### config.mk
export PLATFORM = sky130hd
export DESIGN_NAME = hid_key_report_to_ascii_typematic
export DESIGN_NICKNAME = d
export VERILOG_FILES = /design/src/sv/hkt_pkg.sv /design/src/sv/hkt_lane.sv /design/src/sv/hid_key_report_to_ascii_typematic.sv
export SDC_FILE = /design/constraint.sdc
export NUM_CORES = 1
export LEC_CHECK = 0
export ABC_AREA = 1
export BUFFER_PORTS_ARGS = -buffer_cell sky130_fd_sc_hd__buf_2
export CAP_MARGIN = 5
export CORE_MARGIN = 10
export CORE_UTILIZATION = 32
export DETAILED_ROUTE_END_ITERATION = 8
export PLACE_DENSITY_LB_ADDON = 0.25
export SKIP_CTS_REPAIR_TIMING = 1
export SYNTH_ARGS = -nofsm -noshare
export SYNTH_HDL_FRONTEND = slang
export SYNTH_HIERARCHICAL = 1
export SYNTH_SLANG_ARGS = --single-unit
export TNS_END_PERCENT = 100
### constraint.sdc
create_clock -name clk_i -period 15.1 [get_ports clk_i]
set_input_delay 1.51 -clock clk_i [delete_from_list [all_inputs] [get_ports clk_i]]
set_output_delay 1.51 -clock clk_i [all_outputs]
set_load 0.02 [all_outputs]
### src/sv/hkt_pkg.sv
package hkt_pkg;

  localparam int unsigned CFG_IDX_W = 2;
  localparam logic [CFG_IDX_W-1:0] REG_NEWLINE_MODE = 2'd0;
  localparam logic [CFG_IDX_W-1:0] REG_FIRST_REPEAT = 2'd1;
  localparam logic [CFG_IDX_W-1:0] REG_NEXT_REPEAT  = 2'd2;

  localparam int unsigned IN_SLOTS = 6;

  localparam logic [7:0] KEY_CAPS_LOCK = 8'h39;
  localparam logic [7:0] KEY_NUM_LOCK  = 8'h53;
  localparam logic [7:0] CTRL_LO       = 8'h40;
  localparam logic [7:0] CTRL_HI       = 8'h5F;
  localparam logic [7:0] FIRST_RESET   = 8'd60;
  localparam logic [7:0] NEXT_RESET    = 8'd6;

  localparam logic [7:0] PLAIN_TAB [27] = '{
    8'h31, 8'h32, 8'h33, 8'h34, 8'h35, 8'h36, 8'h37, 8'h38, 8'h39, 8'h30,
    8'h00, 8'h00, 8'h08, 8'h00, 8'h20,
    8'h2D, 8'h3D, 8'h5B, 8'h5D, 8'h5C, 8'h60, 8'h3B, 8'h27, 8'h60, 8'h2C, 8'h2E, 8'h2F
  };
  localparam logic [7:0] SHIFT_TAB [27] = '{
    8'h21, 8'h40, 8'h23, 8'h24, 8'h25, 8'h5E, 8'h26, 8'h2A, 8'h28, 8'h29,
    8'h00, 8'h00, 8'h08, 8'h00, 8'h20,
    8'h5F, 8'h2B, 8'h7B, 8'h7D, 8'h7C, 8'h7E, 8'h3A, 8'h22, 8'h7E, 8'h3C, 8'h3E, 8'h3F
  };
  localparam logic [7:0] ARROW_TAB [4] = '{8'h43, 8'h44, 8'h42, 8'h41};

  typedef struct packed {
    logic [1:0]      len;
    logic [2:0][7:0] b;
  } xlat_t;

  typedef struct packed {
    logic            new_caps;
    logic            new_num;
    logic            xlat;
    logic [7:0]      key;
    logic [1:0]      len;
    logic [2:0][7:0] b;
  } hkt_lane_t;

  function automatic xlat_t key_lookup(logic [7:0] key, logic up, logic nl);
    xlat_t      r;
    logic [7:0] c;
    logic [7:0] n;
    r = '0;
    c = '0;
    n = '0;
    if (key >= 8'h04 && key <= 8'h1D) begin
      r.len  = 2'd1;
      r.b[0] = (up ? 8'h41 : 8'h61) + (key - 8'h04);
    end else if (key == 8'h28) begin
      r.b[0] = 8'h0D;
      if (nl) begin
        r.b[1] = 8'h0A;
        r.len  = 2'd2;
      end else begin
        r.len = 2'd1;
      end
    end else if (key >= 8'h1E && key <= 8'h38) begin
      n = key - 8'h1E;
      c = up ? SHIFT_TAB[n[4:0]] : PLAIN_TAB[n[4:0]];
      if (c != 8'h00) begin
        r.len  = 2'd1;
        r.b[0] = c;
      end
    end else if (key >= 8'h3A && key <= 8'h45) begin
      n      = key - 8'h3A;
      r.len  = 2'd3;
      r.b[0] = 8'h1B;
      r.b[1] = 8'h5B;
      if (up) begin
        r.b[2] = (n < 8'd2) ? 8'h59 + n : 8'h61 + (n - 8'd2);
      end else begin
        r.b[2] = 8'h4D + n;
      end
    end else if (key >= 8'h4F && key <= 8'h52) begin
      n      = key - 8'h4F;
      r.len  = 2'd3;
      r.b[0] = 8'h1B;
      r.b[1] = 8'h5B;
      r.b[2] = ARROW_TAB[n[1:0]];
    end else if (key == 8'h4C) begin
      r.len  = 2'd1;
      r.b[0] = 8'h7F;
    end else if (key == 8'h63) begin
      r.len  = 2'd1;
      r.b[0] = up ? 8'h2E : 8'h7F;
    end
    return r;
  endfunction

endpackage

### src/sv/hkt_lane.sv
module hkt_lane #(
  parameter int unsigned KEY_SLOTS = 6
) (
  input  logic [7:0]        key_i,
  input  logic [7:0]        prev_keys_i [KEY_SLOTS],
  input  logic              shift_i,
  input  logic              ctrl_i,
  input  logic              caps_i,
  input  logic              newline_mode_i,
  output hkt_pkg::hkt_lane_t lane_o
);
  import hkt_pkg::*;

  logic  seen;
  logic  letter;
  logic  up;
  xlat_t sb;
  xlat_t tb;

  always_comb begin
    seen = 1'b0;
    for (int j = 0; j < KEY_SLOTS; j++) begin
      if (prev_keys_i[j] == key_i) seen = 1'b1;
    end
  end

  always_comb begin
    sb     = key_lookup(key_i, 1'b1, newline_mode_i);
    letter = (key_i >= 8'h04) && (key_i <= 8'h1D);
    up     = (caps_i && letter) != shift_i;
    if (ctrl_i && sb.len == 2'd1 && sb.b[0] >= CTRL_LO && sb.b[0] <= CTRL_HI) begin
      tb      = '0;
      tb.len  = 2'd1;
      tb.b[0] = sb.b[0] - CTRL_LO;
    end else begin
      tb = key_lookup(key_i, up, newline_mode_i);
    end
  end

  always_comb begin
    lane_o.new_caps = !seen && (key_i == KEY_CAPS_LOCK);
    lane_o.new_num  = !seen && (key_i == KEY_NUM_LOCK);
    lane_o.xlat     = !seen && (key_i != KEY_CAPS_LOCK) && (key_i != KEY_NUM_LOCK)
                      && (sb.len != 2'd0);
    lane_o.key      = key_i;
    lane_o.len      = tb.len;
    lane_o.b        = tb.b;
  end

endmodule

### src/sv/hid_key_report_to_ascii_typematic.sv
// Channel | Direction | Handshake               | Payload
// in      | input     | in_valid_i / in_ready_o | op, modifier_bits, key_slot_0..5
// out     | output    | out_valid_o/out_ready_i | out_char, char_valid, last, LEDs, changed
// cfg     | input     | cfg_we_i                | cfg_idx_i, cfg_data_i
// A report is translated by one lane per key slot into the registered result buffer; its
// bytes then leave one per cycle while out_ready_i is high, so an item makes max(1, bytes)
// transfers (1 to 18). A tick that sends nothing makes no transfer. The next item is taken
// in the cycle the last result of the current one transfers. Reset is asynchronous, active low.
module hid_key_report_to_ascii_typematic #(
  parameter int unsigned KEY_SLOTS = 6
) (
  input  logic                      clk_i,
  input  logic                      rst_ni,
  input  logic                      cfg_we_i,
  input  logic [hkt_pkg::CFG_IDX_W-1:0] cfg_idx_i,
  input  logic [7:0]                cfg_data_i,
  input  logic                      in_valid_i,
  output logic                      in_ready_o,
  input  logic                      op_i,
  input  logic [7:0]                modifier_bits_i,
  input  logic [7:0]                key_slot_0_i,
  input  logic [7:0]                key_slot_1_i,
  input  logic [7:0]                key_slot_2_i,
  input  logic [7:0]                key_slot_3_i,
  input  logic [7:0]                key_slot_4_i,
  input  logic [7:0]                key_slot_5_i,
  output logic                      out_valid_o,
  input  logic                      out_ready_i,
  output logic [7:0]                out_char_o,
  output logic                      char_valid_o,
  output logic                      last_o,
  output logic                      caps_lock_led_o,
  output logic                      num_lock_led_o,
  output logic                      led_report_changed_o
);
  import hkt_pkg::*;

  localparam int unsigned LW = (KEY_SLOTS > 1) ? $clog2(KEY_SLOTS) : 1;

  logic            nl_q;
  logic [7:0]      first_q, next_q;
  logic [7:0]      prev_q [KEY_SLOTS];
  logic            pshift_q, pctrl_q, caps_q, num_q;
  logic [7:0]      held_q, held_d;
  logic [2:0][7:0] hstr_q, hstr_d;
  logic [1:0]      hlen_q, hlen_d;
  logic [7:0]      cnt_q, cnt_d, lim_q, lim_d;
  logic            caps_d, num_d;

  logic            job_v_q, job_v_d;
  logic [KEY_SLOTS-1:0] pend_q, pend_d;
  logic [1:0]      bidx_q, bidx_d;
  logic [2:0][7:0] jb_q [KEY_SLOTS];
  logic [2:0][7:0] jb_d [KEY_SLOTS];
  logic [1:0]      jl_q [KEY_SLOTS];
  logic [1:0]      jl_d [KEY_SLOTS];
  logic            jcaps_q, jnum_q, jchg_q, jcaps_d, jnum_d, jchg_d;

  logic [7:0]      slots [KEY_SLOTS];
  logic            lane_caps [KEY_SLOTS];
  hkt_lane_t       lanes [KEY_SLOTS];
  logic            shift, ctrl, present, changed, capsv, numv, fire;
  logic [7:0]      cnt_inc;
  logic            in_xfer, out_xfer;
  logic [LW-1:0]   cur;
  logic            lane_end;

  always_comb begin
    for (int i = 0; i < KEY_SLOTS; i++) slots[i] = 8'h00;
    slots[0] = key_slot_0_i;
    if (KEY_SLOTS > 1) slots[1 % KEY_SLOTS] = key_slot_1_i;
    if (KEY_SLOTS > 2) slots[2 % KEY_SLOTS] = key_slot_2_i;
    if (KEY_SLOTS > 3) slots[3 % KEY_SLOTS] = key_slot_3_i;
    if (KEY_SLOTS > 4) slots[4 % KEY_SLOTS] = key_slot_4_i;
    if (KEY_SLOTS > 5) slots[5 % KEY_SLOTS] = key_slot_5_i;
  end

  assign shift = modifier_bits_i[1] | modifier_bits_i[5];
  assign ctrl  = modifier_bits_i[0] | modifier_bits_i[4];

  always_comb begin
    capsv = caps_q;
    for (int i = 0; i < KEY_SLOTS; i++) begin
      lane_caps[i] = capsv;
      if (lanes[i].new_caps) capsv = ~capsv;
    end
  end

  for (genvar g = 0; g < KEY_SLOTS; g++) begin : g_lane
    hkt_lane #(.KEY_SLOTS(KEY_SLOTS)) u_lane (
      .key_i          (slots[g]),
      .prev_keys_i    (prev_q),
      .shift_i        (shift),
      .ctrl_i         (ctrl),
      .caps_i         (lane_caps[g]),
      .newline_mode_i (nl_q),
      .lane_o         (lanes[g])
    );
  end

  // merge: current buffer lane and end-of-item detection
  always_comb begin
    cur = '0;
    for (int i = KEY_SLOTS - 1; i >= 0; i--) begin
      if (pend_q[i]) cur = LW'(i);
    end
  end

  assign lane_end     = (bidx_q == jl_q[cur] - 2'd1);
  assign out_valid_o  = job_v_q;
  assign char_valid_o = |pend_q;
  assign out_char_o   = (|pend_q) ? jb_q[cur][bidx_q] : 8'h00;
  assign last_o       = (pend_q == '0)
                        || (((pend_q & (pend_q - 1'b1)) == '0) && lane_end);
  assign caps_lock_led_o      = jcaps_q;
  assign num_lock_led_o       = jnum_q;
  assign led_report_changed_o = jchg_q;

  assign out_xfer   = out_valid_o && out_ready_i;
  assign in_ready_o = !job_v_q || (out_ready_i && last_o);
  assign in_xfer    = in_valid_i && in_ready_o;
  assign cnt_inc    = cnt_q + 8'd1;

  always_comb begin
    held_d  = held_q;
    hstr_d  = hstr_q;
    hlen_d  = hlen_q;
    cnt_d   = cnt_q;
    lim_d   = lim_q;
    caps_d  = caps_q;
    num_d   = num_q;
    changed = 1'b0;
    present = 1'b0;
    numv    = num_q;
    fire    = 1'b0;
    job_v_d = job_v_q;
    pend_d  = pend_q;
    bidx_d  = bidx_q;
    jb_d    = jb_q;
    jl_d    = jl_q;
    jcaps_d = jcaps_q;
    jnum_d  = jnum_q;
    jchg_d  = jchg_q;

    if (out_xfer) begin
      if (last_o) begin
        job_v_d = 1'b0;
      end else if (lane_end) begin
        pend_d[cur] = 1'b0;
        bidx_d      = 2'd0;
      end else begin
        bidx_d = bidx_q + 2'd1;
      end
    end

    if (in_xfer) begin
      if (op_i) begin
        if (held_q != 8'h00) begin
          if (cnt_inc >= lim_q) begin
            fire  = 1'b1;
            cnt_d = 8'h00;
            lim_d = next_q;
          end else begin
            cnt_d = cnt_inc;
          end
        end
        if (fire) begin
          job_v_d = 1'b1;
          pend_d  = '0;
          pend_d[0] = (hlen_q != 2'd0);
          bidx_d  = 2'd0;
          for (int i = 0; i < KEY_SLOTS; i++) begin
            jb_d[i] = '0;
            jl_d[i] = 2'd0;
          end
          jb_d[0] = hstr_q;
          jl_d[0] = hlen_q;
          jcaps_d = caps_q;
          jnum_d  = num_q;
          jchg_d  = 1'b0;
        end
      end else begin
        if ((ctrl && !pctrl_q) || (shift && !pshift_q)) held_d = 8'h00;
        for (int i = 0; i < KEY_SLOTS; i++) begin
          if (slots[i] == held_d) present = 1'b1;
        end
        if (!present) held_d = 8'h00;
        for (int i = 0; i < KEY_SLOTS; i++) begin
          if (lanes[i].new_caps || lanes[i].new_num) begin
            held_d  = 8'h00;
            changed = 1'b1;
            if (lanes[i].new_num) numv = ~numv;
          end else if (lanes[i].xlat) begin
            held_d = lanes[i].key;
            hstr_d = lanes[i].b;
            hlen_d = lanes[i].len;
            cnt_d  = 8'h00;
            lim_d  = first_q;
          end
          jb_d[i]   = lanes[i].b;
          jl_d[i]   = lanes[i].xlat ? lanes[i].len : 2'd0;
          pend_d[i] = lanes[i].xlat;
        end
        caps_d  = capsv;
        num_d   = numv;
        job_v_d = 1'b1;
        bidx_d  = 2'd0;
        jcaps_d = capsv;
        jnum_d  = numv;
        jchg_d  = changed;
      end
    end
  end

  always_ff @(posedge clk_i or negedge rst_ni) begin
    if (!rst_ni) begin
      nl_q     <= 1'b1;
      first_q  <= FIRST_RESET;
      next_q   <= NEXT_RESET;
      for (int i = 0; i < KEY_SLOTS; i++) prev_q[i] <= 8'h00;
      pshift_q <= 1'b0;
      pctrl_q  <= 1'b0;
      caps_q   <= 1'b0;
      num_q    <= 1'b0;
      held_q   <= 8'h00;
      hstr_q   <= '0;
      hlen_q   <= 2'd0;
      cnt_q    <= 8'h00;
      lim_q    <= FIRST_RESET;
      job_v_q  <= 1'b0;
      pend_q   <= '0;
      bidx_q   <= 2'd0;
    end else begin
      if (cfg_we_i) begin
        unique case (cfg_idx_i)
          REG_NEWLINE_MODE: nl_q    <= cfg_data_i[0];
          REG_FIRST_REPEAT: first_q <= cfg_data_i;
          REG_NEXT_REPEAT:  next_q  <= cfg_data_i;
          default: ;
        endcase
      end
      if (in_xfer && !op_i) begin
        prev_q   <= slots;
        pshift_q <= shift;
        pctrl_q  <= ctrl;
      end
      held_q  <= held_d;
      hstr_q  <= hstr_d;
      hlen_q  <= hlen_d;
      cnt_q   <= cnt_d;
      lim_q   <= lim_d;
      caps_q  <= caps_d;
      num_q   <= num_d;
      job_v_q <= job_v_d;
      pend_q  <= pend_d;
      bidx_q  <= bidx_d;
    end
  end

  always_ff @(posedge clk_i) begin
    jb_q    <= jb_d;
    jl_q    <= jl_d;
    jcaps_q <= jcaps_d;
    jnum_q  <= jnum_d;
    jchg_q  <= jchg_d;
  end

endmodule

**After elaboration in Yosys (flattened, before gate mapping)**

Memory sizes are Yosys's and may differ from the RTL's.
Cells that the tools add are included.

- Register bits: 287
- ROM bits: 3072
- Bits of input ports: 72
- Output and inout bits: 15
- Word-level logic and storage cells: 986
- Memories kept: 12

- Add/subtract/negate cells: 70
- $lt $le $gt $ge: 83
- Eq/ne operators: 102
- Mux-type cells: 502
- Bitwise logic cells: 31
- Reduce and logical (&&, ||, !) cells: 136

Memory list:

| name | words | bits a word | read ports | clocked after memory_dff | write ports | line | text |
|---|---|---|---|---|---|---|---|
| (name not given) | 32 | 8 | 1 | 0 | 0 | hkt_pkg.sv:63 | `c = up ? SHIFT_TAB[n[4:0]] : PLAIN_TAB[n[4:0]];` |
| (name not given) | 32 | 8 | 1 | 0 | 0 | hkt_pkg.sv:63 |  |
| (name not given) | 32 | 8 | 1 | 0 | 0 | hkt_pkg.sv:63 |  |
| (name not given) | 32 | 8 | 1 | 0 | 0 | hkt_pkg.sv:63 |  |
| (name not given) | 32 | 8 | 1 | 0 | 0 | hkt_pkg.sv:63 |  |
| (name not given) | 32 | 8 | 1 | 0 | 0 | hkt_pkg.sv:63 |  |
| 6 more memories | n/a | n/a | n/a | n/a | n/a | n/a |  |

Operators by type and width:

| cell | count |
|---|---|
| $mux 8 | 184 |
| $mux 26 | 38 |
| $mux 16 | 30 |
| $mux 24 | 16 |
| $eq 8x8->1 | 42 |
| $mux 144 | 2 |
| $add 7x8->8 const A | 24 |
| $eq 8x7->1 const B | 18 |
| $le 8x7->1 const B | 18 |
| $mux 2 | 72 |
| $mux 1 | 117 |
| $bmux 8 s2 | 7 |
| $mux 6 | 18 |
| $reduce_bool 8->1 | 13 |
| $eq 8x6->1 const B | 12 |
| $ge 8x7->1 const B | 12 |
| $logic_and 1x1->1 | 86 |
| $bmux 24 s3 | 1 |
| $add 8x8->8 | 6 |
| $ge 8x3->1 const B | 6 |
| $ge 8x5->1 const B | 6 |
| $ge 8x6->1 const B | 6 |
| $le 8x5->1 const B | 6 |
| $le 8x6->1 const B | 6 |
| other kinds (46) | 178 |

**Depth between registers and ports, before layout**

Gate-level depths: netlist of run 1.

- Depth in word-level cells: 42
- Mapped depth: 35
- Depth with buffers taken out: 32

**Hierarchy**

Netlist of run 1, hierarchy kept.

Modules (own cells, without submodules):

| module | instances | cells an instance | area an instance (sq um) | sequential area each (sq um) |
|---|---|---|---|---|
| hid_key_report_to_ascii_typematic | 1 | 2104 | 16450.8 | 7991.4 |
| hkt_lane (g_lane[2].u_lane ...) | 2 | 618 | 3419.5 | 0.0 |
| hkt_lane (g_lane[1].u_lane) | 1 | 606 | 3353.2 | 0.0 |
| hkt_lane (g_lane[5].u_lane) | 1 | 589 | 3352.0 | 0.0 |
| hkt_lane (g_lane[4].u_lane) | 1 | 601 | 3342.0 | 0.0 |
| hkt_lane (g_lane[0].u_lane) | 1 | 587 | 3206.8 | 0.0 |

**Worst setup path after synthesis of run 1**

Ideal clock, no wire load.

- Kind: input-to-reg
- Start: in key_slot_1_i[2]
- End: reg hstr_q[7] in the netlist's numbering
- Library setup time: 0.076 ns
- Data arrival time: 5.646 ns
- Required time: 15.024 ns
- Slack: 9.377 ns
- Cell stages on the path: 28
- Path buffers: 3
- Cells stage by stage: buf_2 inv_1 clkbuf_1 or2_2 nand4_1 nor3_1 a41oi_1 nand3_1 nor2_1 xor2_1 xor2_1 xor2_1 xor2_1 nand3_1 nand2_2 nand2_2 buf_4 ha_1 inv_1 nor2_1 o31a_1 nor3_1 nand2_1 nand2_1 inv_1 o21ai_0 nand2_1 o21ai_1

RTL lines:

| item | line | text |
|---|---|---|
| from (decl) | hid_key_report_to_ascii_typematic.sv:22 | `input logic [7:0] key_slot_1_i,` |
| to (signal assigned) | hid_key_report_to_ascii_typematic.sv:248 | `hstr_q <= hstr_d;` |
| to (decl) | hid_key_report_to_ascii_typematic.sv:45 | `logic [2:0][7:0] hstr_q, hstr_d;` |

==> out/results.txt, run 1 <==
Cell Pwr Density: 130.7 nW/um2
CP Data Required Time: 15.63 ns
Crit. End Element: flip-flop
Drt first pass iters: 6
RSZ-0062 raised after global routing: false
First-pass GRT wire length: 221.0 mm
H-tree Lvls: 2
Post-synth ARST share: 0.4460
Layout area overhead: 5.351%
Crit path max-delay cell type: xor2_1
Most common cell after layout, fill and taps aside: nand2_1
Setup Crit Path Kind: primary input to flip-flop
Initial core utilization: 0.3235
Post-synthesis cell type count: 79
Synth Area per Inst: 6.385 um2
Outcome: completed
Most frequent cells in the layout: nand2_1, nor2_1, inv_1
Routed vias: 37597
Max-slew violation count: 0
Worst skew pair latency: 0.62 ns
Share of layout cells above drive strength 1: 0.1174
Arrival @ worst endpoint: 8.38 ns
Height of the die: 357.9 um
Crit Path Max Fanout: 22
TritonCTS clock tree: yes
Cell area after layout: 38500 um2
Grt ovf: 0
Post-synth top area share: 0.1647
# DRC: 0
Buf+Inv Stages, Crit Path: 4
Row count: 123
Dpl hpwl: 108.2 mm
Max incr delay on CP: 0.66 ns
Core Box Area: 113000 um2
Vias in the first global route: 35078
CTS max path bufs: 3
FMAX: 127.3 MHz
Post-Place Cell Area: 37080 um2
Fin. Hold Viols: 0
RePlAce Congestion: 0.9697
Mapped cell area: 36540 um2
Layout fillers: 12509
Synth Register Bits: 287
Die X: 357.9 um
Clk sinks: 287
EDFF count, synth: 159
TritonCTS Buffers: 39
Nets: 5770
Root Driver: clkbuf_16
Number of port buffers: 82
Drt first-iter violations: 3383
Most area-hungry cell type in the Yosys netlist: nand2_1
Crit start category: primary input
Sequential cell area fraction in the yosys report: 0.2187
Initial antenna violation count: 0
HP Class: flip-flop to flip-flop
Tot GR Track Use: 0.2221
Pin count of the biggest net entering global routing: 88
Clock Skews: 0.04938 ns
Post-route setup TNS: 0 ns
Top Family by Delay on Critical Path: XOR/XNOR gates
CP most frequent cell: xor2_1
Fin crit share: 0.5204
Yosys warns: 6
Largest cells by area after synthesis: nand2_1, edfxtp_1, dfrtp_1, nor2_1, inv_1
Max-cap viol count: 0
Wire per inst: 20.73 um
Final min period: 7.858 ns
Slew @ Worst Pin: 1.235 ns
Setup violators final: 0
I/O Pins: 87
Post-route ant nets: 0
Slew margin rel.: 0.1748
Final wirelength: 147.1 mm
Static Leak: 17.94 nW
Worst-path clk slew: 0.06 ns
DR vias/cell: 5.298
Synth Flop Type: edfxtp_1
Synthesized instance count: 5723
Worst hold margin: 0.4750 ns
Die area: 128100 um2
Worst VDD drop: 95.30 uV
PnR Total Power: 0.005030 W
[cell type report]
type,count,area (um2),area share
inverters,653,2475,0.06428
diodes,1,2.502,0.00006500
multi-input cells,4459,24000,0.6235
repair buffers,124,734.5,0.01908
well taps,1500,1877,0.04875
flip-flops and latches,287,7991,0.2076
clock buffers,50,1077,0.02798
clock inverters,22,339.1,0.008807
[tightest hold or removal path: cells and delay by family (launching register included)]
kind | cells | cell delay [ns]
compound gates | 1 | 0.05
flops | 1 | 0.37
simple gates | 1 | 0.05
[final timing paths]
check / from / end / slack (ns) / depth (start not counted)
max in group asynchronous: rst_ni / prev_q[42]$_DFFE_PN0P_ / 12.71 / 2
worst max register to register: prev_q[0]$_DFFE_PN0P_ / hstr_q[5]$_DFFE_PN0P_ / 8.59 / 24
worst min-delay path: lim_q[4]$_DFFE_PN1P_ / lim_q[4]$_DFFE_PN1P_ / 0.48 / 2
min in group asynchronous: rst_ni / out_valid_o$_DFF_PN0_ / 0.97 / 1
worst max-delay path: key_slot_0_i[1] / hstr_q[5]$_DFFE_PN0P_ / 7.24 / 26
worst min register to register: lim_q[4]$_DFFE_PN1P_ / lim_q[4]$_DFFE_PN1P_ / 0.48 / 2
[state kept, by name, indices dropped and copies added, names as in the netlist]
register / flops
num_q: 1
num_lock_led_o: 1
out_valid_o: 1
caps_q: 1
first_q: 8
jb_q: 144
nl_q: 1
led_report_changed_o: 1
cnt_q: 8
bidx_q: 2
prev_q: 48
jl_q: 12
pctrl_q: 1
pend_q: 6
hstr_q: 24
pshift_q: 1
lim_q: 8
next_q: 8
caps_lock_led_o: 1
held_q: 8
hlen_q: 2
[where the power goes]
part           internal, W  switching (W)  total, W
clock network     0.000631       0.000395   0.00103
registers          0.00108       0.000343   0.00142
logic             0.000826        0.00175   0.00258
[cell families after synthesis]
group | after synthesis | share of synthesized area
XOR/XNOR | 305 | 0.07392
other | 6 | 0.0006162
flip-flops | 287 | 0.2187
AND/OR/NAND/NOR | 3089 | 0.3854
multiplexers | 8 | 0.002191
AO/OA/AOI/OAI | 905 | 0.1465
buffers and inverters | 989 | 0.1269
adder cells (fa/ha/maj) | 134 | 0.04588
[per-stage QoR]
step | util | instances | worst slack, ns
after floorplan | - | 5735 | 9.377
after global placement | 0.3283 | 7023 | 6.786
after detailed placement | 0.3283 | 7023 | 6.722
after CTS | 0.3408 | 7095 | 7.336
after global routing | 0.3408 | 7095 | 6.897
final | 0.3408 | 7096 | 7.242
[synthesized netlist by cell type, types with 39 or more instances]
cell and n:
o211ai_1 39, nor2_1 616, nor4_1 41, buf_4 112
a21oi_1 145, buf_6 56, xnor2_1 128, nand4_1 152
inv_1 562, nor3_1 50, edfxtp_1 159, xor2_1 173
o22ai_1 50, o21ai_0 377, nand3_1 279, or2_2 78
buf_2 51, inv_2 73, o21ai_1 114, nand2_2 76
dfrtp_1 117, clkbuf_1 113, nand2_1 1603, ha_1 134
[metal layers]
metal / part of all wire / up-vias / global-route usage
li1: - / 18248 / -
met1: 0.44 / 17619 / 0.2940
met2: 0.44 / 1437 / 0.3548
met3: 0.076 / 293 / 0.03644
met4: 0.047 / 0 / 0.09412
met5: 0 / - / 0
Power figures use the tool's default switching activity.
==> inputs of run 2 (changes only) <==
clock period = 7.4 ns   (was 15.1 ns; I/O delays follow)
==> run 2 against run 1 <==
Effect of this change: global-route usage is 0.26 points higher; sequential cell count did not move; worst setup slack got worse by 5.8 ns; via count grew 0.68%; sequential share of layout area about the same; first-iteration DRC count grew 18%; critical path depth grew 1; cell count rose by 0.37%; largest power group unchanged; highest routed layer unchanged.
==> out/results.txt, run 2 (synthesized netlist as in run 1, its figures left out) <==
PnR Total Power: 0.01013 W (+100%)
Core Box Area: 113000 um2 (unchanged)
Clk sinks: 287 (unchanged)
Drt first-iter violations: 3995 (+18%)
Grt met1 use: 0.3114 (+0.01745)
RePlAce Congestion: 0.9709 (+0.12%)
Slew @ Worst Pin: 1.147 ns (-0.08786 ns)
Fin. Hold Viols: 0 (unchanged)
Setup violators final: 0 (unchanged)
Post-route ant nets: 0 (unchanged)
DR vias/cell: 5.315 (+0.31%)
Cell Pwr Density: 262.9 nW/um2 (+100%)
Crit. End Element: flip-flop
Crit Path Max Fanout: 16 (-27%)
Initial antenna violation count: 2 (+2)
Static Leak: 18.00 nW (+0.29%)
Post-route setup TNS: 0 ns (unchanged)
FMAX: 167.5 MHz
I/O Pins: 87 (unchanged)
Dpl hpwl: 110.5 mm (+2.1%)
Slew margin rel.: 0.2280 (+0.05328)
Layout area overhead: 5.403% (about the same)
Routed vias: 37853 (+0.68%)
Arrival @ worst endpoint: 6.48 ns (-1.90 ns)
Row count: 123 (unchanged)
Tot GR Track Use: 0.2247 (+0.002590)
DP Worst Slack: 0.9202 ns (-5.802 ns)
Worst skew pair latency: 0.60 ns (-0.02 ns)
Fin worst setup slack: 1.430 ns (-5.812 ns)
Clock Skews: 0.03954 ns (-0.009837 ns)
Antenna cells: 0 (-1)
CP Data Required Time: 7.91 ns (-7.72 ns)
Setup Crit Path Kind: primary input to flip-flop
First-pass GRT wire length: 222.4 mm (+0.63%)
Height of the die: 357.9 um (unchanged)
Worst-path clk slew: 0.05 ns (about the same)
Largest Register: jb_q
Root Driver: clkbuf_16
GRT busiest layer: met2
Nets: 5802 (+0.55%)
Final min period: 5.970 ns
Die area: 128100 um2 (unchanged)
Max-slew violation count: 0 (unchanged)
Wire per inst: 20.94 um (+0.98%)
Drt first pass iters: 5 (-1)
Worst VDD drop: 248.5 uV (+160%)
# DRC: 0 (unchanged)
H-tree Lvls: 2 (unchanged)
Vias in the first global route: 34911 (-0.48%)
Met3 Usage GRT: 0.03386 (-0.002585)
Largest register FFs: 144 (unchanged)
Die X: 357.9 um (unchanged)
HP Class: primary input to async pin
Number of port buffers: 82 (unchanged)
Final wirelength: 149.1 mm (+1.3%)
Fin crit share: 0.8067
Met2 usage: 0.3460 (-0.008817)
Most frequent cells in the layout: nand2_1, nor2_1, inv_1
TritonCTS clock tree: yes
Grt ovf: 0 (unchanged)
RSZ-0062 raised after global routing: false
Biggest regs: jb_q: 144 flops, prev_q: 48 flops, hstr_q: 24 flops
Pin count of the biggest net entering global routing: 105 (+19%)
CTS max path bufs: 3 (unchanged)
Initial core utilization: 0.3235 (unchanged)
Crit start category: primary input
Share of layout cells above drive strength 1: 0.1210 (+0.003527)
Max-cap viol count: 0 (unchanged)
TritonCTS Buffers: 38 (-2.6%)
Most common cell after layout, fill and taps aside: nand2_1
Outcome: completed
## run 2: layout make-up
type                    count  area, um2
fillers                 12490      74440
flip-flops and latches    287       7991
multi-input cells        4459      24000
clock buffers              54       1062
repair buffers            157      982.2
well taps                1500       1877
clock inverters            12      127.6
inverters                 653       2475
## run 2: worst max-delay path: stages
cell     delay (ns)
buf_2          0.33
inv_2          0.21
or2_2          0.31
nand4_1        0.09
nor3_1         0.05
a41oi_1        0.16
nand3_1        0.16
nor2_1         0.30
xor2_1         0.42
xor2_1         0.29
xor2_1         0.42
xor2_1         0.29
xor2_1         0.53
nand3_1        0.18
nand2_2        0.14
nand2_2        0.22
ha_1           0.39
inv_1          0.08
nor2_1         0.07
o31a_1         0.24
nor3_1         0.23
nand2_1        0.09
nand2_1        0.07
inv_1          0.10
o21ai_0        0.18
nand2_1        0.07
o21ai_1        0.09
## run 2: metrics by stage
step	utilization	cell area, um2	hold WS, ns	cells
4_1_cts	0.3410	38520	0.2213	7122
2_1_floorplan	-	36590	0.4444	5735
5_1_grt	0.3410	38520	0.2260	7122
6_report	0.3410	38520	0.1901	7122
3_5_place_dp	0.3305	37330	0.4701	7056
3_3_place_gp	0.3305	37330	0.4617	7056
## run 2: metal layers
metal	up-vias	share of wire
met5	-	0
met4	0	0.045
met3	279	0.082
met2	1589	0.43
met1	17684	0.44
li1	18301	-
## run 2: final timing paths
| path | start | to | slack [ns] | cells past startpoint |
|---|---|---|---|---|
| hold reg to reg | lim_q[5]$_DFFE_PN1P_ | lim_q[5]$_DFFE_PN1P_ | 0.47 | 2 |
| hold / removal | rst_ni | next_q[4]$_DFFE_PN0P_ | 0.19 | 1 |
| setup / recovery | key_slot_0_i[5] | hstr_q[7]$_DFFE_PN0P_ | 1.43 | 27 |
| setup reg to reg | prev_q[24]$_DFFE_PN0P_ | hstr_q[7]$_DFFE_PN0P_ | 1.44 | 25 |
| max in group asynchronous | rst_ni | prev_q[39]$_DFFE_PN0P_ | 5.70 | 2 |
| min in group clk_i | cfg_data_i[2] | first_q[2]$_DFFE_PN1P_ | 0.40 | 3 |
## run 2: power breakdown
| group | total [W] | switching (W) | internal (W) | leakage, nW |
|---|---|---|---|---|
| clock network | 0.00183 | 0.000760 | 0.00107 | 0.579 |
| logic | 0.00549 | 0.00376 | 0.00174 | 14.3 |
| registers | 0.00280 | 0.000597 | 0.00221 | 3.10 |
| total | 0.0101 | 0.00511 | 0.00502 | 18.0 |
